File: src/hw/rtl/qslerp_pkg.sv
// ----------------------------------------------------------------------------
// qslerp_pkg
// Shared types, widths and constant tables of the quaternion slerp block.
// ----------------------------------------------------------------------------
package qslerp_pkg;

  // fixed point of the quaternion components
  localparam int FracBits        = 14;
  localparam int Q30Bits         = 30;
  localparam int C30Shift        = Q30Bits - 2 * FracBits;
  localparam int CordicStagesDef = 16;

  // configuration register
  localparam int              ThrW     = 15;
  localparam logic [ThrW-1:0] ThrReset = 15'd16382;

  // blend fraction
  localparam int                BlendW   = 17;
  localparam logic [BlendW-1:0] BlendOne = 17'd65536;
  localparam int                LinShift = 14;

  // integer square root chain
  localparam int SqrtSteps = 31;
  localparam int RadW      = 2 * SqrtSteps;
  localparam int RootW     = SqrtSteps;
  localparam int SqRemW    = RootW + 4;

  // cordic datapath
  localparam int                     CordW         = 34;
  localparam logic signed [CordW-1:0] CordicInvGain = 34'sd652032874;
  localparam logic [29:0] AtanTab [32] = '{
    30'd843314856, 30'd497837829, 30'd263043836, 30'd133525158, 30'd67021686,
    30'd33543515, 30'd16775850, 30'd8388437, 30'd4194282, 30'd2097149,
    30'd1048575, 30'd524287, 30'd262143, 30'd131071, 30'd65535, 30'd32767,
    30'd16383, 30'd8191, 30'd4095, 30'd2047, 30'd1023, 30'd511, 30'd255,
    30'd127, 30'd63, 30'd31, 30'd15, 30'd7, 30'd3, 30'd1, 30'd0, 30'd0
  };

  // weight divider chain
  localparam int DivSteps = 33;
  localparam int DivRemW  = 32;
  localparam int DvsW     = RootW;
  localparam int WeightW  = 34;
  localparam int AngProdW = 50;

  typedef struct packed {
    logic signed [15:0] from_w;
    logic signed [15:0] from_x;
    logic signed [15:0] from_y;
    logic signed [15:0] from_z;
    logic signed [15:0] to_w;
    logic signed [15:0] to_x;
    logic signed [15:0] to_y;
    logic signed [15:0] to_z;
    logic [16:0]        blend;
  } in_t;

  typedef struct packed {
    logic signed [15:0] out_w;
    logic signed [15:0] out_x;
    logic signed [15:0] out_y;
    logic signed [15:0] out_z;
  } out_t;

  // item context carried down the pipeline
  typedef struct packed {
    logic [3:0][15:0] f;
    logic [3:0][16:0] t;
    logic [16:0]      d;
    logic             lin;
  } ctx_t;

  localparam int CtxW = $bits(ctx_t);

endpackage

File: src/hw/rtl/qslerp_sqrt_cell.sv
// ----------------------------------------------------------------------------
// qslerp_sqrt_cell
// One digit step of the pipelined integer square root.
// ----------------------------------------------------------------------------
module qslerp_sqrt_cell #(
  parameter int SideW = 1
) (
  input  logic                         clk_i,
  input  logic                         en_i,
  input  logic [qslerp_pkg::RadW-1:0]  rad_i,
  input  logic [qslerp_pkg::SqRemW-1:0] rem_i,
  input  logic [qslerp_pkg::RootW-1:0] root_i,
  input  logic [SideW-1:0]             side_i,
  output logic [qslerp_pkg::RadW-1:0]  rad_o,
  output logic [qslerp_pkg::SqRemW-1:0] rem_o,
  output logic [qslerp_pkg::RootW-1:0] root_o,
  output logic [SideW-1:0]             side_o
);
  import qslerp_pkg::*;

  logic [RadW-1:0]   rad_q;
  logic [SqRemW-1:0] rem_q, part, trial;
  logic [RootW-1:0]  root_q;
  logic [SideW-1:0]  side_q;

  // bring down the next two radicand bits
  assign part  = {rem_i[SqRemW-3:0], rad_i[RadW-1 -: 2]};
  assign trial = SqRemW'({root_i, 2'b01});

  always_ff @(posedge clk_i) begin
    if (en_i) begin
      rad_q  <= {rad_i[RadW-3:0], 2'b00};
      side_q <= side_i;
      if (part >= trial) begin
        rem_q  <= part - trial;
        root_q <= {root_i[RootW-2:0], 1'b1};
      end else begin
        rem_q  <= part;
        root_q <= {root_i[RootW-2:0], 1'b0};
      end
    end
  end

  assign rad_o  = rad_q;
  assign rem_o  = rem_q;
  assign root_o = root_q;
  assign side_o = side_q;

endmodule

File: config.mk
export PLATFORM = sky130hd
export DESIGN_NAME = qslerp_sqrt_cell
export DESIGN_NICKNAME = d
export VERILOG_FILES = /design/src/hw/rtl/qslerp_pkg.sv /design/src/hw/rtl/qslerp_sqrt_cell.sv
export SDC_FILE = /design/constraint.sdc
export NUM_CORES = 1
export LEC_CHECK = 0
export ABC_AREA = 1
export ABC_CLOCK_PERIOD_IN_PS = 3300
export BUFFER_PORTS_ARGS = -buffer_cell sky130_fd_sc_hd__buf_2
export CELL_PAD_IN_SITES_DETAIL_PLACEMENT = 2
export CELL_PAD_IN_SITES_GLOBAL_PLACEMENT = 2
export CORE_MARGIN = 3
export CORE_UTILIZATION = 31
export DETAILED_ROUTE_END_ITERATION = 6
export GPL_TIMING_DRIVEN = 0
export PLACE_DENSITY = 0.95
export SYNTH_ARGS = -nofsm -noshare
export SYNTH_HDL_FRONTEND = slang
export SYNTH_SLANG_ARGS = --single-unit
File: constraint.sdc
create_clock -name clk_i -period 3.3 [get_ports clk_i]
set_input_delay 0.66 -clock clk_i [delete_from_list [all_inputs] [get_ports clk_i]]
set_output_delay 0.66 -clock clk_i [all_outputs]
set_load 0.005 [all_outputs]
==> impl_metrics.json <==
{
  "yosys.area.top_type": "edfxtp_1",
  "comb_power_share_pct": 20.8,
  "synth_area_sq_um": 7148,
  "overflow": 0,
  "grt_max_degree": 82,
  "synth-seq-area-share_pct": 53.35,
  "antenna_left": 0,
  "avgViaCountPerCell": 4.758,
  "die_width_um": 157.9,
  "drt-pass1-iter-count": 4,
  "globalplace.congestion": 0.8290,
  "netlist_top_cells_area": "edfxtp_1 53%, nand2_1 17%, inv_1 7.6%",
  "grt_first_pass_wirelength_mm": 42.22,
  "tritoncts": "done",
  "hold_violations": 0,
  "area_growth_pct": 31.33,
  "timing.setup.tns_ps": 0,
  "num_vias": 6623,
  "routed_wl_mm": 28.16,
  "wl_met1_mm": 10.80,
  "muxShareOfSynthArea_pct": 0,
  "grt_pass1_vias": 7434,
  "p_switching_mw": 1.570,
  "io_buffers": 255,
  "required_ps": 3480,
  "synth_top_family_by_area": "simple AND/OR/NAND/NOR gates",
  "layout_common_cells": "329 x nand2_1, 254 x buf_2, 144 x inv_1, 127 x edfxtp_1, 49 x nor2_1",
  "clk_path_buf_depth": 2,
  "peakVddDrop_v": 0.0003070,
  "nNetsFinal": 1262,
  "cts_hold_buffers": 0,
  "die_y_um": 157.9,
  "fin_crit_ps": 2598,
  "yosys_warnings": 0,
  "start_util_pct": 32.16,
  "synth_area_per_cell_sq_um": 8.696,
  "wl_per_cell_um": 20.23,
  "route.top_layer_used": "met5",
  "synth.distinct_cells": 28,
  "netSwitchingFraction_pct": 31.94,
  "cts_setup_buffers": 0,
  "clk_pin_slew_ps": 70,
  "critPathLaunchType": "primary input",
  "setup_viol": 0,
  "p_total_mw": 4.917,
  "drv_slew": 0,
  "route.detailed.drc": 0,
  "h-tree-depth": 4,
  "rows": 54,
  "core-area_sq_um": 22230,
  "worstHoldStart": "rad_i[31]",
  "io_pins": 260,
  "root_buffer": "clkbuf_16",
  "max-cap-violations": 0,
  "cts_made_buffers": 17,
  "rsz0062_at_grt": "no",
  "dpl.hpwl_mm": 22.45,
  "drive_above_1_share_pct": 29.79,
  "ys_ff_latch": 127,
  "drt_iter0_markers": 275,
  "wl_met3_mm": 1.716,
  "leakagePower_nw": 4.824,
  "synth_compound_area_share_pct": 2.608,
  "final_common_cell": "nand2_1",
  "clockPowerShare_pct": 38.2,
  "seq_power_share_pct": 41.0,
  "finish.utilization_pct": 42.23,
  "cp-end-kind": "flop",
  "yosys.area_share.simple_pct": 27.13,
  "fin_crit_sh_pct": 78.72,
  "wl_met2_mm": 15.13,
  "synth_xor_area_share_pct": 2.083,
  "path_class": "primary input to flop",
  "crit_arrival_ps": 2780,
  "worstPathMaxFanout": 10,
  "status": "complete, no violations",
  "worstHoldPathType": "primary input to flop",
  "antenna_found_initial": 2,
  "power.density_nw_per_um2": 523.8,
  "yosysTopAreaCellShare_pct": 53.35,
  "die_area_sq_um": 24920,
  "min_to": "rad_o[33]",
  "track_usage_pct": 22.37,
  "timing.fmax_mhz": 385.0,
  "dp_slack_ps": 243.6,
  "cts_resized": 0,
  "min_path_cells": 1,
  "intPower_mw": 3.347,
  "timing.final.ws_setup_ps": 702.3,
  "netlist_instances": 822,
  "clkSinkCount": 127,
  "synth_fa_ha_area_share_pct": 5.776
}
## how the worst max path moves through the flow
stage               start   endpoint  cells past startpoint
6_report        rem_i[26]  rem_o[26]                     11
5_1_grt        root_i[26]  rem_o[26]                     12
4_1_cts         rem_i[26]  rem_o[26]                     11
3_5_place_dp   root_i[26]  rem_o[26]                     12
3_3_place_gp         en_i   rem_o[5]                      1
2_1_floorplan  root_i[26]  rem_o[17]                     11
## registers in the layout, indices dropped and copies added (netlist names)
register / count
rad_o: 60
rem_o: 35
root_o: 31
side_o: 1
## layout make-up
class | count | area (sq um)
Inverter | 147 | 551.8
Buffer | 8 | 91.34
Clock buffer | 17 | 425.4
Multi-Input combinational cell | 541 | 2695
Tap cell | 280 | 350.3
Fill cell | 2578 | 12840
Antenna cell | 1 | 2.502
Sequential cell | 127 | 3814
Clock inverter | 15 | 147.6
Timing Repair Buffer | 256 | 1310
## power by group through the flow
stage / registers (mW) / logic, mW / clock network [mW]
after floorplan: 2.07 / 0.481 / 0
after global placement: 2.04 / 0.953 / 0
after detailed placement: 2.05 / 1.02 / 0
after CTS: 2.02 / 1.04 / 1.91
after global routing: 2.03 / 1.14 / 1.98
final: 2.02 / 1.02 / 1.88
## cell usage after synthesis
library cell and number:
buf_6 5, nand2_4 3, a21oi_2 2, nand3b_1 11
xor2_1 16, a21oi_1 25, nor4_1 1, o21bai_1 2
clkinv_1 1, nand2_2 5, nand2_1 329, nand3_1 25
nor3_2 1, nor3_1 6, o21ai_0 4, nor2_2 9
inv_1 144, conb_1 1, o21ai_2 1, nand3_2 12
buf_4 2, ha_1 33, nor2_1 49, inv_2 2
buf_12 1, xnor2_1 1, nand4_1 4, edfxtp_1 127
## through the flow
step	cell area, sq um	cells	hold WS, ps
detailed placement	8812	1359	838.7
finish	9388	1392	395.5
floorplan	7152	823	758.9
global placement	8778	1358	836.9
global route	9385	1391	380.0
CTS	9385	1391	385.0
## critical path: stages
cell     delay [ps]
buf_2           110
ha_1            380
a21oi_1         290
o21ai_0         210
a21oi_1         350
nand2_1         130
nor2_2          150
nand2_4         140
buf_6           190
nand2_1         100
nand2_1          60
## routing by layer
layer | vias up | GRT usage, %
met2 | 194 | 42.99
met4 | 4 | 5.992
li1 | 3154 | -
met1 | 3238 | 24.48
met5 | - | 0
met3 | 33 | 5.249
## logic make-up after synthesis
logic type,count (synthesis)
buffers and inverters,155
adders and majority gates,33
and+or+nand+nor,455
other,1
xor gates and xnor gates,17
DFF,127
AOI/OAI and AO/OA,34
(Power assumes the default switching activity.)
