$ cat src/hw/rtl/qslerp_pkg.sv
// ----------------------------------------------------------------------------
// qslerp_pkg
// Shared types, widths and constant tables of the quaternion slerp block.
// ----------------------------------------------------------------------------
package qslerp_pkg;

  // fixed point of the quaternion components
  localparam int FracBits        = 14;
  localparam int Q30Bits         = 30;
  localparam int C30Shift        = Q30Bits - 2 * FracBits;
  localparam int CordicStagesDef = 16;

  // configuration register
  localparam int              ThrW     = 15;
  localparam logic [ThrW-1:0] ThrReset = 15'd16382;

  // blend fraction
  localparam int                BlendW   = 17;
  localparam logic [BlendW-1:0] BlendOne = 17'd65536;
  localparam int                LinShift = 14;

  // integer square root chain
  localparam int SqrtSteps = 31;
  localparam int RadW      = 2 * SqrtSteps;
  localparam int RootW     = SqrtSteps;
  localparam int SqRemW    = RootW + 4;

  // cordic datapath
  localparam int                     CordW         = 34;
  localparam logic signed [CordW-1:0] CordicInvGain = 34'sd652032874;
  localparam logic [29:0] AtanTab [32] = '{
    30'd843314856, 30'd497837829, 30'd263043836, 30'd133525158, 30'd67021686,
    30'd33543515, 30'd16775850, 30'd8388437, 30'd4194282, 30'd2097149,
    30'd1048575, 30'd524287, 30'd262143, 30'd131071, 30'd65535, 30'd32767,
    30'd16383, 30'd8191, 30'd4095, 30'd2047, 30'd1023, 30'd511, 30'd255,
    30'd127, 30'd63, 30'd31, 30'd15, 30'd7, 30'd3, 30'd1, 30'd0, 30'd0
  };

  // weight divider chain
  localparam int DivSteps = 33;
  localparam int DivRemW  = 32;
  localparam int DvsW     = RootW;
  localparam int WeightW  = 34;
  localparam int AngProdW = 50;

  typedef struct packed {
    logic signed [15:0] from_w;
    logic signed [15:0] from_x;
    logic signed [15:0] from_y;
    logic signed [15:0] from_z;
    logic signed [15:0] to_w;
    logic signed [15:0] to_x;
    logic signed [15:0] to_y;
    logic signed [15:0] to_z;
    logic [16:0]        blend;
  } in_t;

  typedef struct packed {
    logic signed [15:0] out_w;
    logic signed [15:0] out_x;
    logic signed [15:0] out_y;
    logic signed [15:0] out_z;
  } out_t;

  // item context carried down the pipeline
  typedef struct packed {
    logic [3:0][15:0] f;
    logic [3:0][16:0] t;
    logic [16:0]      d;
    logic             lin;
  } ctx_t;

  localparam int CtxW = $bits(ctx_t);

endpackage

$ cat src/hw/rtl/qslerp_cordic_cell.sv
// ----------------------------------------------------------------------------
// qslerp_cordic_cell
// One micro-rotation of a CORDIC, in vectoring or rotation mode.
// ----------------------------------------------------------------------------
module qslerp_cordic_cell #(
  parameter int SideW     = 1,
  parameter int Step      = 0,
  parameter bit Vectoring = 1'b0
) (
  input  logic                               clk_i,
  input  logic                               en_i,
  input  logic signed [qslerp_pkg::CordW-1:0] x_i,
  input  logic signed [qslerp_pkg::CordW-1:0] y_i,
  input  logic signed [qslerp_pkg::CordW-1:0] z_i,
  input  logic [SideW-1:0]                   side_i,
  output logic signed [qslerp_pkg::CordW-1:0] x_o,
  output logic signed [qslerp_pkg::CordW-1:0] y_o,
  output logic signed [qslerp_pkg::CordW-1:0] z_o,
  output logic [SideW-1:0]                   side_o
);
  import qslerp_pkg::*;

  localparam int                      Sh   = Step % 32;
  localparam logic signed [CordW-1:0] Atan = $signed({4'b0000, AtanTab[Sh]});

  logic signed [CordW-1:0] x_q, y_q, z_q, dx, dy;
  logic [SideW-1:0]        side_q;
  logic                    up;

  assign dx = y_i >>> Sh;
  assign dy = x_i >>> Sh;
  // vectoring drives y to zero, rotation drives z to zero
  assign up = Vectoring ? (y_i >= 0) : (z_i < 0);

  always_ff @(posedge clk_i) begin
    if (en_i) begin
      side_q <= side_i;
      if (up) begin
        x_q <= x_i + dx;
        y_q <= y_i - dy;
        z_q <= z_i + Atan;
      end else begin
        x_q <= x_i - dx;
        y_q <= y_i + dy;
        z_q <= z_i - Atan;
      end
    end
  end

  assign x_o    = x_q;
  assign y_o    = y_q;
  assign z_o    = z_q;
  assign side_o = side_q;

endmodule

$ cat config.mk
export PLATFORM = sky130hd
export DESIGN_NAME = qslerp_cordic_cell
export DESIGN_NICKNAME = d
export VERILOG_FILES = /design/src/hw/rtl/qslerp_pkg.sv /design/src/hw/rtl/qslerp_cordic_cell.sv
export SDC_FILE = /design/constraint.sdc
export NUM_CORES = 1
export LEC_CHECK = 0
export ABC_AREA = 1
export BUFFER_PORTS_ARGS = -buffer_cell sky130_fd_sc_hd__buf_4
export CORE_ASPECT_RATIO = 0.8
export CORE_MARGIN = 1
export CORE_UTILIZATION = 24
export DETAILED_ROUTE_END_ITERATION = 12
export GPL_ROUTABILITY_DRIVEN = 0
export PLACE_DENSITY_LB_ADDON = 0.15
export SYNTH_ARGS = -nofsm -noshare
export SYNTH_HDL_FRONTEND = slang
export SYNTH_SLANG_ARGS = --single-unit
$ cat constraint.sdc
create_clock -name clk_i -period 2.7 [get_ports clk_i]
set_input_delay 0.135 -clock clk_i [delete_from_list [all_inputs] [get_ports clk_i]]
set_output_delay 0.135 -clock clk_i [all_outputs]
set_load 0.02 [all_outputs]
==> summary.txt <==
Timing
  – Setup TNS: 0 ns
  – Max Transition Viols Final: 0
  – Final worst setup slack: 0.517 ns
  – Minimum clock period: 2.18 ns
  – Fmax achieved: 458 MHz
  – Final-report hold violation count: 0
  – RSZ-0062 raised after global routing: no
  – Max_slew headroom: 45.0%
  – Worst Tran Pin Value: 0.825 ns
  – Fin crit share: 80.8%
  – Final Setup Violations: 0

Detailed routing
  – Post-route ant nets: 0
  – Via Count: 12700
  – Via density: 4.69
  – Drt first pass iters: 6
  – Final wirelength: 47200 µm
  – Drt drc: 0
  – WL/cell: 17.5 µm
  – Iter 0 DRT Violations: 891

Global routing
  – Largest net degree at the start of global routing: 72
  – Global-route wire length before repair: 71800 µm
  – Gr usage total: 18.5%
  – Vias in the first global route: 12400
  – Gr ovfl total: 0
  – Initial antenna violation count: 0

Flow run
  – Max_cap viols: 0

Floorplanning
  – Die span in y: 203 µm
  – I/O Pins: 208
  – Die width: 253 µm
  – Initial Util: 24.3%
  – Rows: 73
  – Die area: 51300 µm²
  – Total core area: 49700 µm²

Clocking
  – Clock root buffer: clkbuf_16
  – Resize count post-CTS: 0
  – Clk buf depth: 2
  – Clock Sink Count: 102
  – Htree depth: 3
  – Clock Pin Slew Worst Setup and Hold Paths: 0.07 ns
  – CTS tree: done
  – Post-CTS setup buffer count: 0
  – CTS Buf Count: 9

Synthesis
  – Synth Net Count: 2043
  – Synth area leader: edfxtp_1
  – Unique masters post-synth: 48
  – Post-synthesis instance area: 12100 µm²
  – Synth area leaders: edfxtp_1, nand2_1, ha_1
  – Synth top area share: 25.3%
  – Mean Syn Cell Area: 6.69 µm²
  – Post-synth ARST share: 0%
  – Post-synthesis register bit count: 102
  – Most frequent cell after synthesis: nand2_1
  – Post-Syn Instances: 1806
  – Top_reg_cell synth: edfxtp_1
  – Synth cell count leaders: nand2_1, inv_1, nor2_1
  – Sequential area share after synthesis: 25.3%
  – Post-synth EDFFs: 102
  – Yosys warns: 0

Placed design
  – Dpl ws: 0.118 ns
  – IO buf count: 207
  – Hpwl dp: 40100 µm
  – DP Area: 14500 µm²

Layout
  – Synthesis-to-finish area growth: 22.4%
  – Finished Cell Area: 14800 µm²
  – Share of cells above drive strength 1: 15.7%
  – Fillers: 5543
  – Final #Nets: 2255
  – Antenna Cells: 0

Critical path
  – Data arrival, critical path: 2.32 ns
  – CP Data Required Time: 2.84 ns
  – Startpoint Class: input pin
  – Crit path capture: y_o[13]
  – Worst Setup SP: x_i[4]
  – Crit-path max FO: 9
  – CP endpoint kind: register
  – Crit Path Class: input pin to register

Min path
  – Min-delay src: z_i[3]
  – Worst Hold Class: input pin to register

Outcome
  – Status: finished, final reports clean

Power
  – Max rail drop VDD: 0.000304 V
  – Static Leakage: 7.17 nW
  – PD cells: 457 nW/µm²
-- cell families (layout without fill, tap and decap cells) --
logic type | after synthesis | count (layout) | share of synthesized area (%)
xor gates and xnor gates | 48 | 48 | 3.48
AOI/OAI and AO/OA | 347 | 347 | 15.9
muxes | 1 | 1 | 0.0828
and+or+nand+nor | 888 | 888 | 31.2
buffers and inverters | 288 | 505 | 10.1
adders and majority gates | 132 | 132 | 13.9
DFF | 102 | 102 | 25.3
-- cells in the final DEF, fill, tap and decap left out, drive strengths merged --
master and instances:
or2 5, clkbuf 10, nor4 3, o21ai 121, and3 2, xnor2 4, nand2 492, dlygate4sd3 4
and2 3, bufinv 1, nor3 26, o211ai 5, nand4 16, nand3 152, fa 4, o22ai 5
o21bai 15, a31oi 7, a21boi 4, nand3b 2, ha 128, a21oi 165, mux2i 1, clkinv 2
a21o 14, inv 247, buf 241, o31ai 5, nor2 187, edfxtp 102, xor2 44, o21a 6
-- area by class of cell --
class | count | area, µm² | share of cell area (%)
clock inverter | 6 | 75.1 | 0.507
tap | 675 | 845 | 5.71
timing repair buffer | 245 | 1860 | 12.6
sequential | 102 | 3060 | 20.7
clock buffer | 10 | 229 | 1.55
inverter | 244 | 917 | 6.20
multi-input combinational | 1416 | 7810 | 52.8
-- critical path: stages --
cell and delay (ns):
buf_4 0.10, inv_1 0.04, ha_1 0.51, inv_1 0.15, a21oi_1 0.39, nand3_1 0.27
nand4_1 0.17, nand3_1 0.12, nand3_1 0.11, o21ai_0 0.14, buf_4 0.20
-- registers in the layout (all words and copies together), names as in the netlist --
| register | count |
|---|---|
| x_o | 34 |
| side_o | 1 |
| y_o | 33 |
| z_o | 34 |
-- stage by stage --
| step | hold WS [ns] | total power, mW | utilization, % | std cells |
|---|---|---|---|---|
| 3_5_place_dp | 0.314 | 5.29 | 29.1 | 2678 |
| 5_1_grt | 0.0305 | 7.19 | 29.8 | 2698 |
| 3_3_place_gp | 0.314 | 5.29 | 29.1 | 2678 |
| 4_1_cts | 0.00869 | 6.84 | 29.8 | 2698 |
| 2_1_floorplan | 0.234 | 4.04 | - | 1806 |
| 6_report | 0.0350 | 6.77 | 29.8 | 2698 |
-- timing repair --
item | in CTS | in global routing
hold buffers | 4 | 0
endpoints found under the setup margin | 0 | 0
endpoints found under the hold margin | 4 | 0
-- power by group --
part	total [mW]	switching [mW]	leakage (nW)	internal [mW]
clock network	1.50	0.755	0.151	0.741
logic	3.14	2.04	6.02	1.10
registers	2.13	0.0834	0.997	2.05
total	6.77	2.88	7.17	3.89
-- per-layer routing --
layer	wire length (µm)	track usage (%)	share of wire, %	vias to the layer above
li1	-	-	-	6374
met1	23900	26.8	51	5874
met2	20400	29.0	43	376
met3	2270	2.50	4.8	36
met4	656	3.87	1.4	0
met5	0	0	0	-
-- worst min-delay path by stage --
stage              to  slack (ns)  depth (start not counted)
6_report       z_o[3]        0.04                          2
5_1_grt        z_o[3]        0.03                          2
4_1_cts        z_o[3]       0.009                          2
3_5_place_dp   side_o        0.31                          1
3_3_place_gp   z_o[2]        0.31                          1
2_1_floorplan  side_o        0.23                          0
(Power assumes the default switching activity.)
