<file path="src/hw/rtl/qslerp_pkg.sv">
// ----------------------------------------------------------------------------
// qslerp_pkg
// Shared types, widths and constant tables of the quaternion slerp block.
// ----------------------------------------------------------------------------
package qslerp_pkg;

  // fixed point of the quaternion components
  localparam int FracBits        = 14;
  localparam int Q30Bits         = 30;
  localparam int C30Shift        = Q30Bits - 2 * FracBits;
  localparam int CordicStagesDef = 16;

  // configuration register
  localparam int              ThrW     = 15;
  localparam logic [ThrW-1:0] ThrReset = 15'd16382;

  // blend fraction
  localparam int                BlendW   = 17;
  localparam logic [BlendW-1:0] BlendOne = 17'd65536;
  localparam int                LinShift = 14;

  // integer square root chain
  localparam int SqrtSteps = 31;
  localparam int RadW      = 2 * SqrtSteps;
  localparam int RootW     = SqrtSteps;
  localparam int SqRemW    = RootW + 4;

  // cordic datapath
  localparam int                     CordW         = 34;
  localparam logic signed [CordW-1:0] CordicInvGain = 34'sd652032874;
  localparam logic [29:0] AtanTab [32] = '{
    30'd843314856, 30'd497837829, 30'd263043836, 30'd133525158, 30'd67021686,
    30'd33543515, 30'd16775850, 30'd8388437, 30'd4194282, 30'd2097149,
    30'd1048575, 30'd524287, 30'd262143, 30'd131071, 30'd65535, 30'd32767,
    30'd16383, 30'd8191, 30'd4095, 30'd2047, 30'd1023, 30'd511, 30'd255,
    30'd127, 30'd63, 30'd31, 30'd15, 30'd7, 30'd3, 30'd1, 30'd0, 30'd0
  };

  // weight divider chain
  localparam int DivSteps = 33;
  localparam int DivRemW  = 32;
  localparam int DvsW     = RootW;
  localparam int WeightW  = 34;
  localparam int AngProdW = 50;

  typedef struct packed {
    logic signed [15:0] from_w;
    logic signed [15:0] from_x;
    logic signed [15:0] from_y;
    logic signed [15:0] from_z;
    logic signed [15:0] to_w;
    logic signed [15:0] to_x;
    logic signed [15:0] to_y;
    logic signed [15:0] to_z;
    logic [16:0]        blend;
  } in_t;

  typedef struct packed {
    logic signed [15:0] out_w;
    logic signed [15:0] out_x;
    logic signed [15:0] out_y;
    logic signed [15:0] out_z;
  } out_t;

  // item context carried down the pipeline
  typedef struct packed {
    logic [3:0][15:0] f;
    logic [3:0][16:0] t;
    logic [16:0]      d;
    logic             lin;
  } ctx_t;

  localparam int CtxW = $bits(ctx_t);

endpackage

</file>
<file path="src/hw/rtl/qslerp_div_cell.sv">
// ----------------------------------------------------------------------------
// qslerp_div_cell
// One quotient bit of the pipelined restoring divider.
// ----------------------------------------------------------------------------
module qslerp_div_cell #(
  parameter int SideW = 1
) (
  input  logic                            clk_i,
  input  logic                            en_i,
  input  logic [qslerp_pkg::DivSteps-1:0] num_i,
  input  logic [qslerp_pkg::DivRemW-1:0]  rem_i,
  input  logic [qslerp_pkg::DivSteps-1:0] quo_i,
  input  logic [qslerp_pkg::DvsW-1:0]     dvs_i,
  input  logic [SideW-1:0]                side_i,
  output logic [qslerp_pkg::DivSteps-1:0] num_o,
  output logic [qslerp_pkg::DivRemW-1:0]  rem_o,
  output logic [qslerp_pkg::DivSteps-1:0] quo_o,
  output logic [qslerp_pkg::DvsW-1:0]     dvs_o,
  output logic [SideW-1:0]                side_o
);
  import qslerp_pkg::*;

  logic [DivSteps-1:0] num_q, quo_q;
  logic [DivRemW-1:0]  rem_q, part, dvs_ext;
  logic [DvsW-1:0]     dvs_q;
  logic [SideW-1:0]    side_q;

  assign part    = {rem_i[DivRemW-2:0], num_i[DivSteps-1]};
  assign dvs_ext = DivRemW'(dvs_i);

  always_ff @(posedge clk_i) begin
    if (en_i) begin
      num_q  <= {num_i[DivSteps-2:0], 1'b0};
      dvs_q  <= dvs_i;
      side_q <= side_i;
      if (part >= dvs_ext) begin
        rem_q <= part - dvs_ext;
        quo_q <= {quo_i[DivSteps-2:0], 1'b1};
      end else begin
        rem_q <= part;
        quo_q <= {quo_i[DivSteps-2:0], 1'b0};
      end
    end
  end

  assign num_o  = num_q;
  assign rem_o  = rem_q;
  assign quo_o  = quo_q;
  assign dvs_o  = dvs_q;
  assign side_o = side_q;

endmodule

</file>
<file path="config.mk">
export PLATFORM = sky130hd
export DESIGN_NAME = qslerp_div_cell
export DESIGN_NICKNAME = d
export VERILOG_FILES = /design/src/hw/rtl/qslerp_pkg.sv /design/src/hw/rtl/qslerp_div_cell.sv
export SDC_FILE = /design/constraint.sdc
export NUM_CORES = 1
export LEC_CHECK = 0
export BUFFER_PORTS_ARGS = -buffer_cell sky130_fd_sc_hd__buf_2
export CELL_PAD_IN_SITES_DETAIL_PLACEMENT = 0
export CELL_PAD_IN_SITES_GLOBAL_PLACEMENT = 1
export CORE_MARGIN = 5
export CORE_UTILIZATION = 38
export CTS_BUF_LIST = sky130_fd_sc_hd__clkbuf_16
export DETAILED_ROUTE_END_ITERATION = 10
export PLACE_DENSITY_LB_ADDON = 0.3
export SLEW_MARGIN = 10
export SYNTH_ARGS = -nofsm -noshare
export SYNTH_HDL_FRONTEND = slang
export SYNTH_SLANG_ARGS = --single-unit
</file>
<file path="constraint.sdc">
create_clock -name clk_i -period 3.2 [get_ports clk_i]
set_input_delay 0.16 -clock clk_i [delete_from_list [all_inputs] [get_ports clk_i]]
set_output_delay 0.16 -clock clk_i [all_outputs]
set_load 0.02 [all_outputs]
</file>
==> results of run 1 <==
routing by layer:
metal / part of all wire / vias up / track usage
met2: 0.52 / 187 / 0.341
met5: 0 / - / 0
met1: 0.42 / 2505 / 0.239
met3: 0.063 / 8 / 0.0498
li1: - / 2592 / -
met4: 0.0053 / 0 / 0.0433
where the power goes:
part           total, mW  internal (mW)  switching [mW]
sequential          2.10           2.06          0.0414
clock               2.02           1.24           0.786
combinational       1.18          0.478           0.705
total               5.31           3.78            1.53
logic make-up after synthesis:
logic type,Yosys count,synth area share
adder cells (fa/ha/maj),32,0.0634
AND/OR/NAND/NOR,129,0.106
buffers and inverters,55,0.0451
AO/OA/AOI/OAI,124,0.143
flip-flops,129,0.602
other,1,0.000583
multiplexers,2,0.00350
XOR/XNOR,26,0.0354
Yosys cell counts (2+ instances only):
cell,number
edfxtp_1,129
inv_1,38
ha_1,31
a21oi_1,30
nand2_2,28
o21ai_2,28
nand2_1,27
nor2_1,22
xnor2_1,17
o21ai_0,15
nand3_1,10
xor2_1,9
a21o_1,7
and3_1,7
nand4_1,7
nor3_1,7
nor2b_1,6
o21ai_1,6
a211oi_1,5
nand2b_1,5
buf_2,4
clkbuf_1,4
o21a_1,4
buf_12,3
buf_6,3
nor4_1,3
o211ai_1,3
o21bai_1,3
o41ai_1,3
a21oi_2,2
and2_1,2
buf_4,2
mux2_1,2
final cells by class:
class                   instances  area [sq um]  share of cell area
inverters                      39           146              0.0153
clock inverters                14           181              0.0190
well taps                     220           275              0.0288
repair buffers                365          2380               0.249
multi-input cells             314          2290               0.239
clock buffers                  17           425              0.0445
flip-flops and latches        129          3870               0.405
registers in the layout (all words and copies together), names as in the netlist:
register,cells
num_o,32
side_o,1
quo_o,33
rem_o,32
dvs_o,31
critical path, stage by stage:
cell           delay, ns
dlygate4sd3_1       0.55
buf_2               0.13
ha_1                0.20
fa_1                0.40
nand2b_1            0.21
a21oi_4             0.20
o2111ai_2           0.17
and3_1              0.24
o211ai_2            0.22
a21oi_4             0.18
or4_1               0.54
nand2_1             0.08
metrics by stage:
stage / area (sq um) / instances / total power, mW / util / hold slack [ns]
floorplan: 6430 / 498 / 2.83 / - / 0.259
global placement: 7940 / 967 / 3.20 / 0.479 / 0.337
detailed placement: 7940 / 967 / 3.21 / 0.479 / 0.338
CTS: 9510 / 1094 / 5.34 / 0.574 / 0.0105
global route: 9570 / 1098 / 5.56 / 0.577 / 0.0174
finish: 9570 / 1098 / 5.31 / 0.577 / 0.0291
worst min path at each step:
stage / slack [ns] / endpoint / startpoint / cells after the start
2_1_floorplan: 0.26 / dvs_o[0] / dvs_i[0] / 0
3_3_place_gp: 0.34 / num_o[19] / num_i[18] / 1
3_5_place_dp: 0.34 / num_o[23] / num_i[22] / 1
4_1_cts: 0.01 / rem_o[3] / rem_i[2] / 3
5_1_grt: 0.02 / rem_o[4] / rem_i[3] / 3
6_report: 0.03 / rem_o[11] / rem_i[10] / 3
cells in the final DEF, fill, tap and decap left out, drive strengths merged, types with 3 or more instances in the layout:
master,count
nand2b,5
clkinv,4
nand4,7
buf,269
nor2b,6
dlygate4sd3,96
ha,31
a21oi,33
clkbuf,17
o21ai,49
o21a,4
bufinv,3
nor2,22
nand3,11
o211ai,4
a211oi,6
xnor2,17
o41ai,4
nor3,7
edfxtp,129
inv,44
o21bai,3
nand2,55
xor2,9
and3,7
nor4,3
a21o,8
timing repair:
| item | CTS | global route |
|---|---|---|
| resized for setup | 0 | 2 |
| hold buffers | 96 | 0 |
| hold endpoints to repair | 96 | 0 |
| setup buffers | 0 | 4 |
| setup endpoints to repair | 0 | 29 |
==> Flow_metrics.wiki, run 1 <==
{| class="wikitable"
! Metric !! Value
|-
| Largest net degree at the start of global routing || 84
|-
| DRC violation total after the first TritonRoute iteration || 228
|-
| Via-per-instance ratio || 4.82
|-
| Worst Setup SP || dvs_i[0]
|-
| CTS buffer count || 17
|-
| Diodes inserted || 0
|-
| Final period util || 0.938
|-
| Top-Level Pins || 262
|-
| Post-synth EDFFs || 129
|-
| Final min period || 3.00 ns
|-
| Ranking of synthesized cells by area || edfxtp_1, ha_1, o21ai_2
|-
| Signal arrival time at the worst endpoint || 3.28 ns
|-
| Synth Area per Inst || 12.9 sq um
|-
| Power density cells || roughly 560 nW/um^2
|-
| Root Buffer || clkbuf_16
|-
| Die area || roughly 20000 sq um
|-
| Detailed-router iteration count before antenna repair || 5
|-
| Count of unresolved DRC violations after routing || 0
|-
| Maximum fanout count along the critical path || 13
|-
| Slew at the pin closest to its max-slew limit || 0.756 ns
|-
| Max_slew headroom || 0.496
|-
| Synth Flop Type || edfxtp_1
|-
| Yosys warning count || 0
|-
| Max_cap viols || 0
|-
| Maximum clock insertion buffer count || 2
|-
| Wire length of the first global-routing pass || 30100 um
|-
| Critical Path Start Type || input port
|-
| Count of final max-slew check failures || 0
|-
| Grt ovf || 0
|-
| Synthesized Nets || between 600 and 700
|-
| Leakage power figure || 4.12 nW
|-
| Gp weighted congestion || 0.886
|-
| Number of hold violations in the final report || 0
|-
| Setup Total Neg Slack || 0 ns
|-
| Status || finished, final reports clean
|-
| Type of the most critical hold path || in -> reg
|-
| Number of distinct standard cells referenced by the synthesized netlist || 59
|-
| Routed wire length || 19200 um
|-
| Total number of nets in the final design || 1030
|-
| Detail-routed net length per standard cell || 17.5 um
|-
| Largest voltage drop on the vdd net || 0.368 mV
|-
| IO buf count || 258
|-
| Library cell occupying the most area in the post-synthesis netlist || edfxtp_1
|-
| Starting Density || 0.388
|-
| Initial antenna violation count || 0
|-
| Routed Antenna Nets || 0
|-
| Yosys top cell area share || 0.602
|-
| Die Height || ~140 um
|-
| Fraction of synthesis flops using an asynchronous set or reset pin || 0
|-
| RSZ-0062 raised after global routing || false
|-
| Synthesis-stage register bit count || 129
|-
| Setup violations, final || 0
|-
| GR Util All Layers || 0.193
|-
| Kind of critical path || in -> reg
|-
| Summed instance area of the synthesized netlist || 6430 sq um
|-
| Final-layout fill cell count || 1407
|-
| Setup slack at placement || 0.164 ns
|-
| TritonCTS clock tree || yes
|-
| Total core area || 16600 sq um
|-
| Peak clock frequency supported by timing || 333 MHz
|-
| Count of mapped cells out of synthesis || around 500
|-
| Die Wd || 140 um
|-
| Data required time of the critical path || 3.48 ns
|-
| H-tree lvl count || 4
|-
| Clock slew at reported path FFs || around 0.06 ns
|-
| Post-synthesis sequential area ratio || 0.602
|-
| CTS sink cnt || about 130
|-
| Slack of the critical path || 0.200 ns
|-
| Floorplan row count || 47
|-
| Area growth from synthesis to layout || 48.8%
|-
| Endpoint of the worst setup timing path || rem_o[31]
|-
| Fraction of layout cells with a size suffix above 1 || 0.423
|-
| Routed via count || 5292
|-
| Vias in the first global route || 5417
|-
| Dpl hpwl || 13600 um
|-
| Setup crit end kind || register
|}
Power figures use the tool's default switching activity.
==> inputs of run 2 (changes only) <==
--- a/config.mk
+++ b/config.mk
@@ -12,7 +12,7 @@
 export CORE_UTILIZATION = 38
 export CTS_BUF_LIST = sky130_fd_sc_hd__clkbuf_16
 export DETAILED_ROUTE_END_ITERATION = 10
-export PLACE_DENSITY_LB_ADDON = 0.3
+export PLACE_DENSITY = 0.84
 export SLEW_MARGIN = 10
 export SYNTH_ARGS = -nofsm -noshare
 export SYNTH_HDL_FRONTEND = slang
==> run 2 against run 1 <==
Compared with the run above: clock power grew 5%; sequential share of layout area shrank 0.29 points; sequential cell count is the same; power grew 2.3%; die area is the same; hold slack is essentially flat; combinational power is essentially flat.
==> Flow_metrics.wiki, run 2 (synthesis results as in run 1) <==
{| class="wikitable"
! Metric !! Value
|-
| Status || finished, final reports clean
|-
| Diodes inserted || 0
|-
| Max reg flops || 33
|-
| Clock network fraction of design power || 0.391
|-
| Signal arrival time at the worst endpoint || roughly 3.3 ns
|-
| Routed wire length || 20500 um
|-
| Dpl hpwl || around 14000 um
|-
| Initial antenna violation count || 0
|-
| Largest voltage drop on the vdd net || roughly 0.35 mV
|-
| Grt ovf || 0
|-
| Data required time of the critical path || 3.49 ns
|-
| Leakage power figure || 4.17 nW
|-
| Via-per-instance ratio || 4.94
|-
| Vias in the first global route || 5471
|-
| Area growth from synthesis to layout || 49.9%
|-
| Setup violations, final || 0
|-
| Maximum clock insertion buffer count || 2
|-
| Commonest cells after routing, fill and taps aside || buf_2, edfxtp_1, dlygate4sd3_1
|-
| Routed via count || ~5500
|-
| Power density cells || 564 nW/um^2
|-
| Core utilization of the finished layout || 0.581
|-
| Final period util || 0.941
|-
| DRC violation total after the first TritonRoute iteration || 238
|-
| Final cell count without fillers || roughly 1100
|-
| Largest net degree at the start of global routing || 78
|-
| Total core area || 16600 sq um
|-
| Setup Total Neg Slack || 0 ns
|-
| Detail-routed net length per standard cell || 18.5 um
|-
| Relative contribution of combinational cells to total power || 0.221
|-
| Commonest non-fill, non-tap cell in the layout || buf_2
|-
| RSZ-0062 raised after global routing || false
|-
| Top-Level Pins || 262
|-
| Sw Share || 0.288
|-
| Count of unresolved DRC violations after routing || 0
|-
| Final-layout fill cell count || 1395
|-
| Clock slew at reported path FFs || 0.06 ns
|-
| Switching power total || 1.56 mW
|-
| Floorplan row count || 47
|-
| Wire length of the first global-routing pass || 31200 um
|-
| Total number of nets in the final design || between 1000 and 1500
|-
| Starting Density || 0.388
|-
| Kind of critical path || in -> reg
|-
| Die area || 19600 sq um
|-
| Cell Int Power || 3.87 mW
|-
| Gp weighted congestion || 0.844
|-
| Detailed-router iteration count before antenna repair || 4
|-
| H-tree lvl count || 4
|-
| CTS sink cnt || 129
|-
| Type of the most critical hold path || in -> reg
|-
| Placed cells || 974
|-
| Count of final max-slew check failures || 0
|-
| Setup crit end kind || register
|-
| CTS buffer count || 17
|-
| IO buf count || 258
|-
| Critical Path Start Type || input port
|-
| GR Util All Layers || 0.204
|-
| Fraction of layout cells with a size suffix above 1 || 0.428
|-
| Slew at the pin closest to its max-slew limit || 0.736 ns
|-
| Max_slew headroom || 0.510
|-
| Maximum fanout count along the critical path || 14
|-
| Number of hold violations in the final report || 0
|-
| Routed Antenna Nets || 0
|-
| Peak clock frequency supported by timing || 332 MHz
|-
| Root Buffer || clkbuf_16
|-
| Die Height || around 140 um
|-
| Die Wd || 140 um
|-
| Final min period || 3.01 ns
|-
| Max_cap viols || 0
|-
| TritonCTS clock tree || yes
|-
| Power share of the sequential group || 0.388
|}
## run 2: changes by cell type in the layout (fill, tap and decap cells not counted)
cell       delta
a21oi_1       -1
a21oi_2       +2
a21oi_4       -1
buf_12        -1
buf_4        +10
bufinv_16     +1
clkinv_2      -1
clkinv_4      +1
inv_6         -1
o2111ai_1     +1
o2111ai_2     -1
## run 2: per-layer routing
layer	GRT usage	up-vias	part of all wire
li1	-	2608	-
met1	0.241	2603	0.40
met2	0.362	236	0.51
met3	0.0569	22	0.070
met4	0.0612	0	0.016
met5	0	-	0
## run 2: cell type report
type | count | area [sq um] | area share
clock buffers | 17 | 425 | 0.0441
well taps | 220 | 275 | 0.0286
inverters | 39 | 146 | 0.0152
repair buffers | 374 | 2430 | 0.252
multi-input cells | 314 | 2280 | 0.236
clock inverters | 14 | 206 | 0.0214
flip-flops and latches | 129 | 3870 | 0.402
## run 2: through the flow
stage / area [sq um] / power [mW] / setup WS [ns] / hold slack [ns]
after CTS: 9590 / 5.44 / 0.0720 / 0.0118
after global placement: 8000 / 3.21 / 0.201 / 0.336
after global routing: 9640 / 5.66 / 0.0336 / 0.0166
after floorplan: 6430 / 2.83 / 0.729 / 0.259
after detailed placement: 8000 / 3.22 / 0.177 / 0.338
final: 9640 / 5.43 / 0.189 / 0.0290
## run 2: power groups by stage
stage	logic (mW)	registers (mW)	clock network, mW
floorplan	0.470	2.36	0
global placement	1.08	2.13	0
detailed placement	1.09	2.13	0
CTS	1.19	2.10	2.15
global route	1.29	2.12	2.25
finish	1.20	2.11	2.12
## run 2: timing repair
item	4_1_cts	5_1_grt
setup endpoints to repair	0	14
hold buffers	96	0
buffers inserted	0	6
gates resized for setup	0	1
hold endpoints to repair	96	0
## run 2: critical path, cell delays in order
cell and delay (ns):
dlygate4sd3_1 0.55, buf_2 0.13, ha_1 0.21, fa_1 0.40
nand2b_1 0.18, a21oi_2 0.18, o2111ai_1 0.20, and3_1 0.26
o211ai_2 0.23, a21oi_4 0.18, or4_1 0.53, nand2_1 0.07
## run 2: path summary, 6_finish.rpt
check	startpoint	to	slack [ns]	depth (start not counted)
worst min-delay path	rem_i[4]	rem_o[5]	0.03	3
worst max-delay path	dvs_i[0]	rem_o[31]	0.19	12
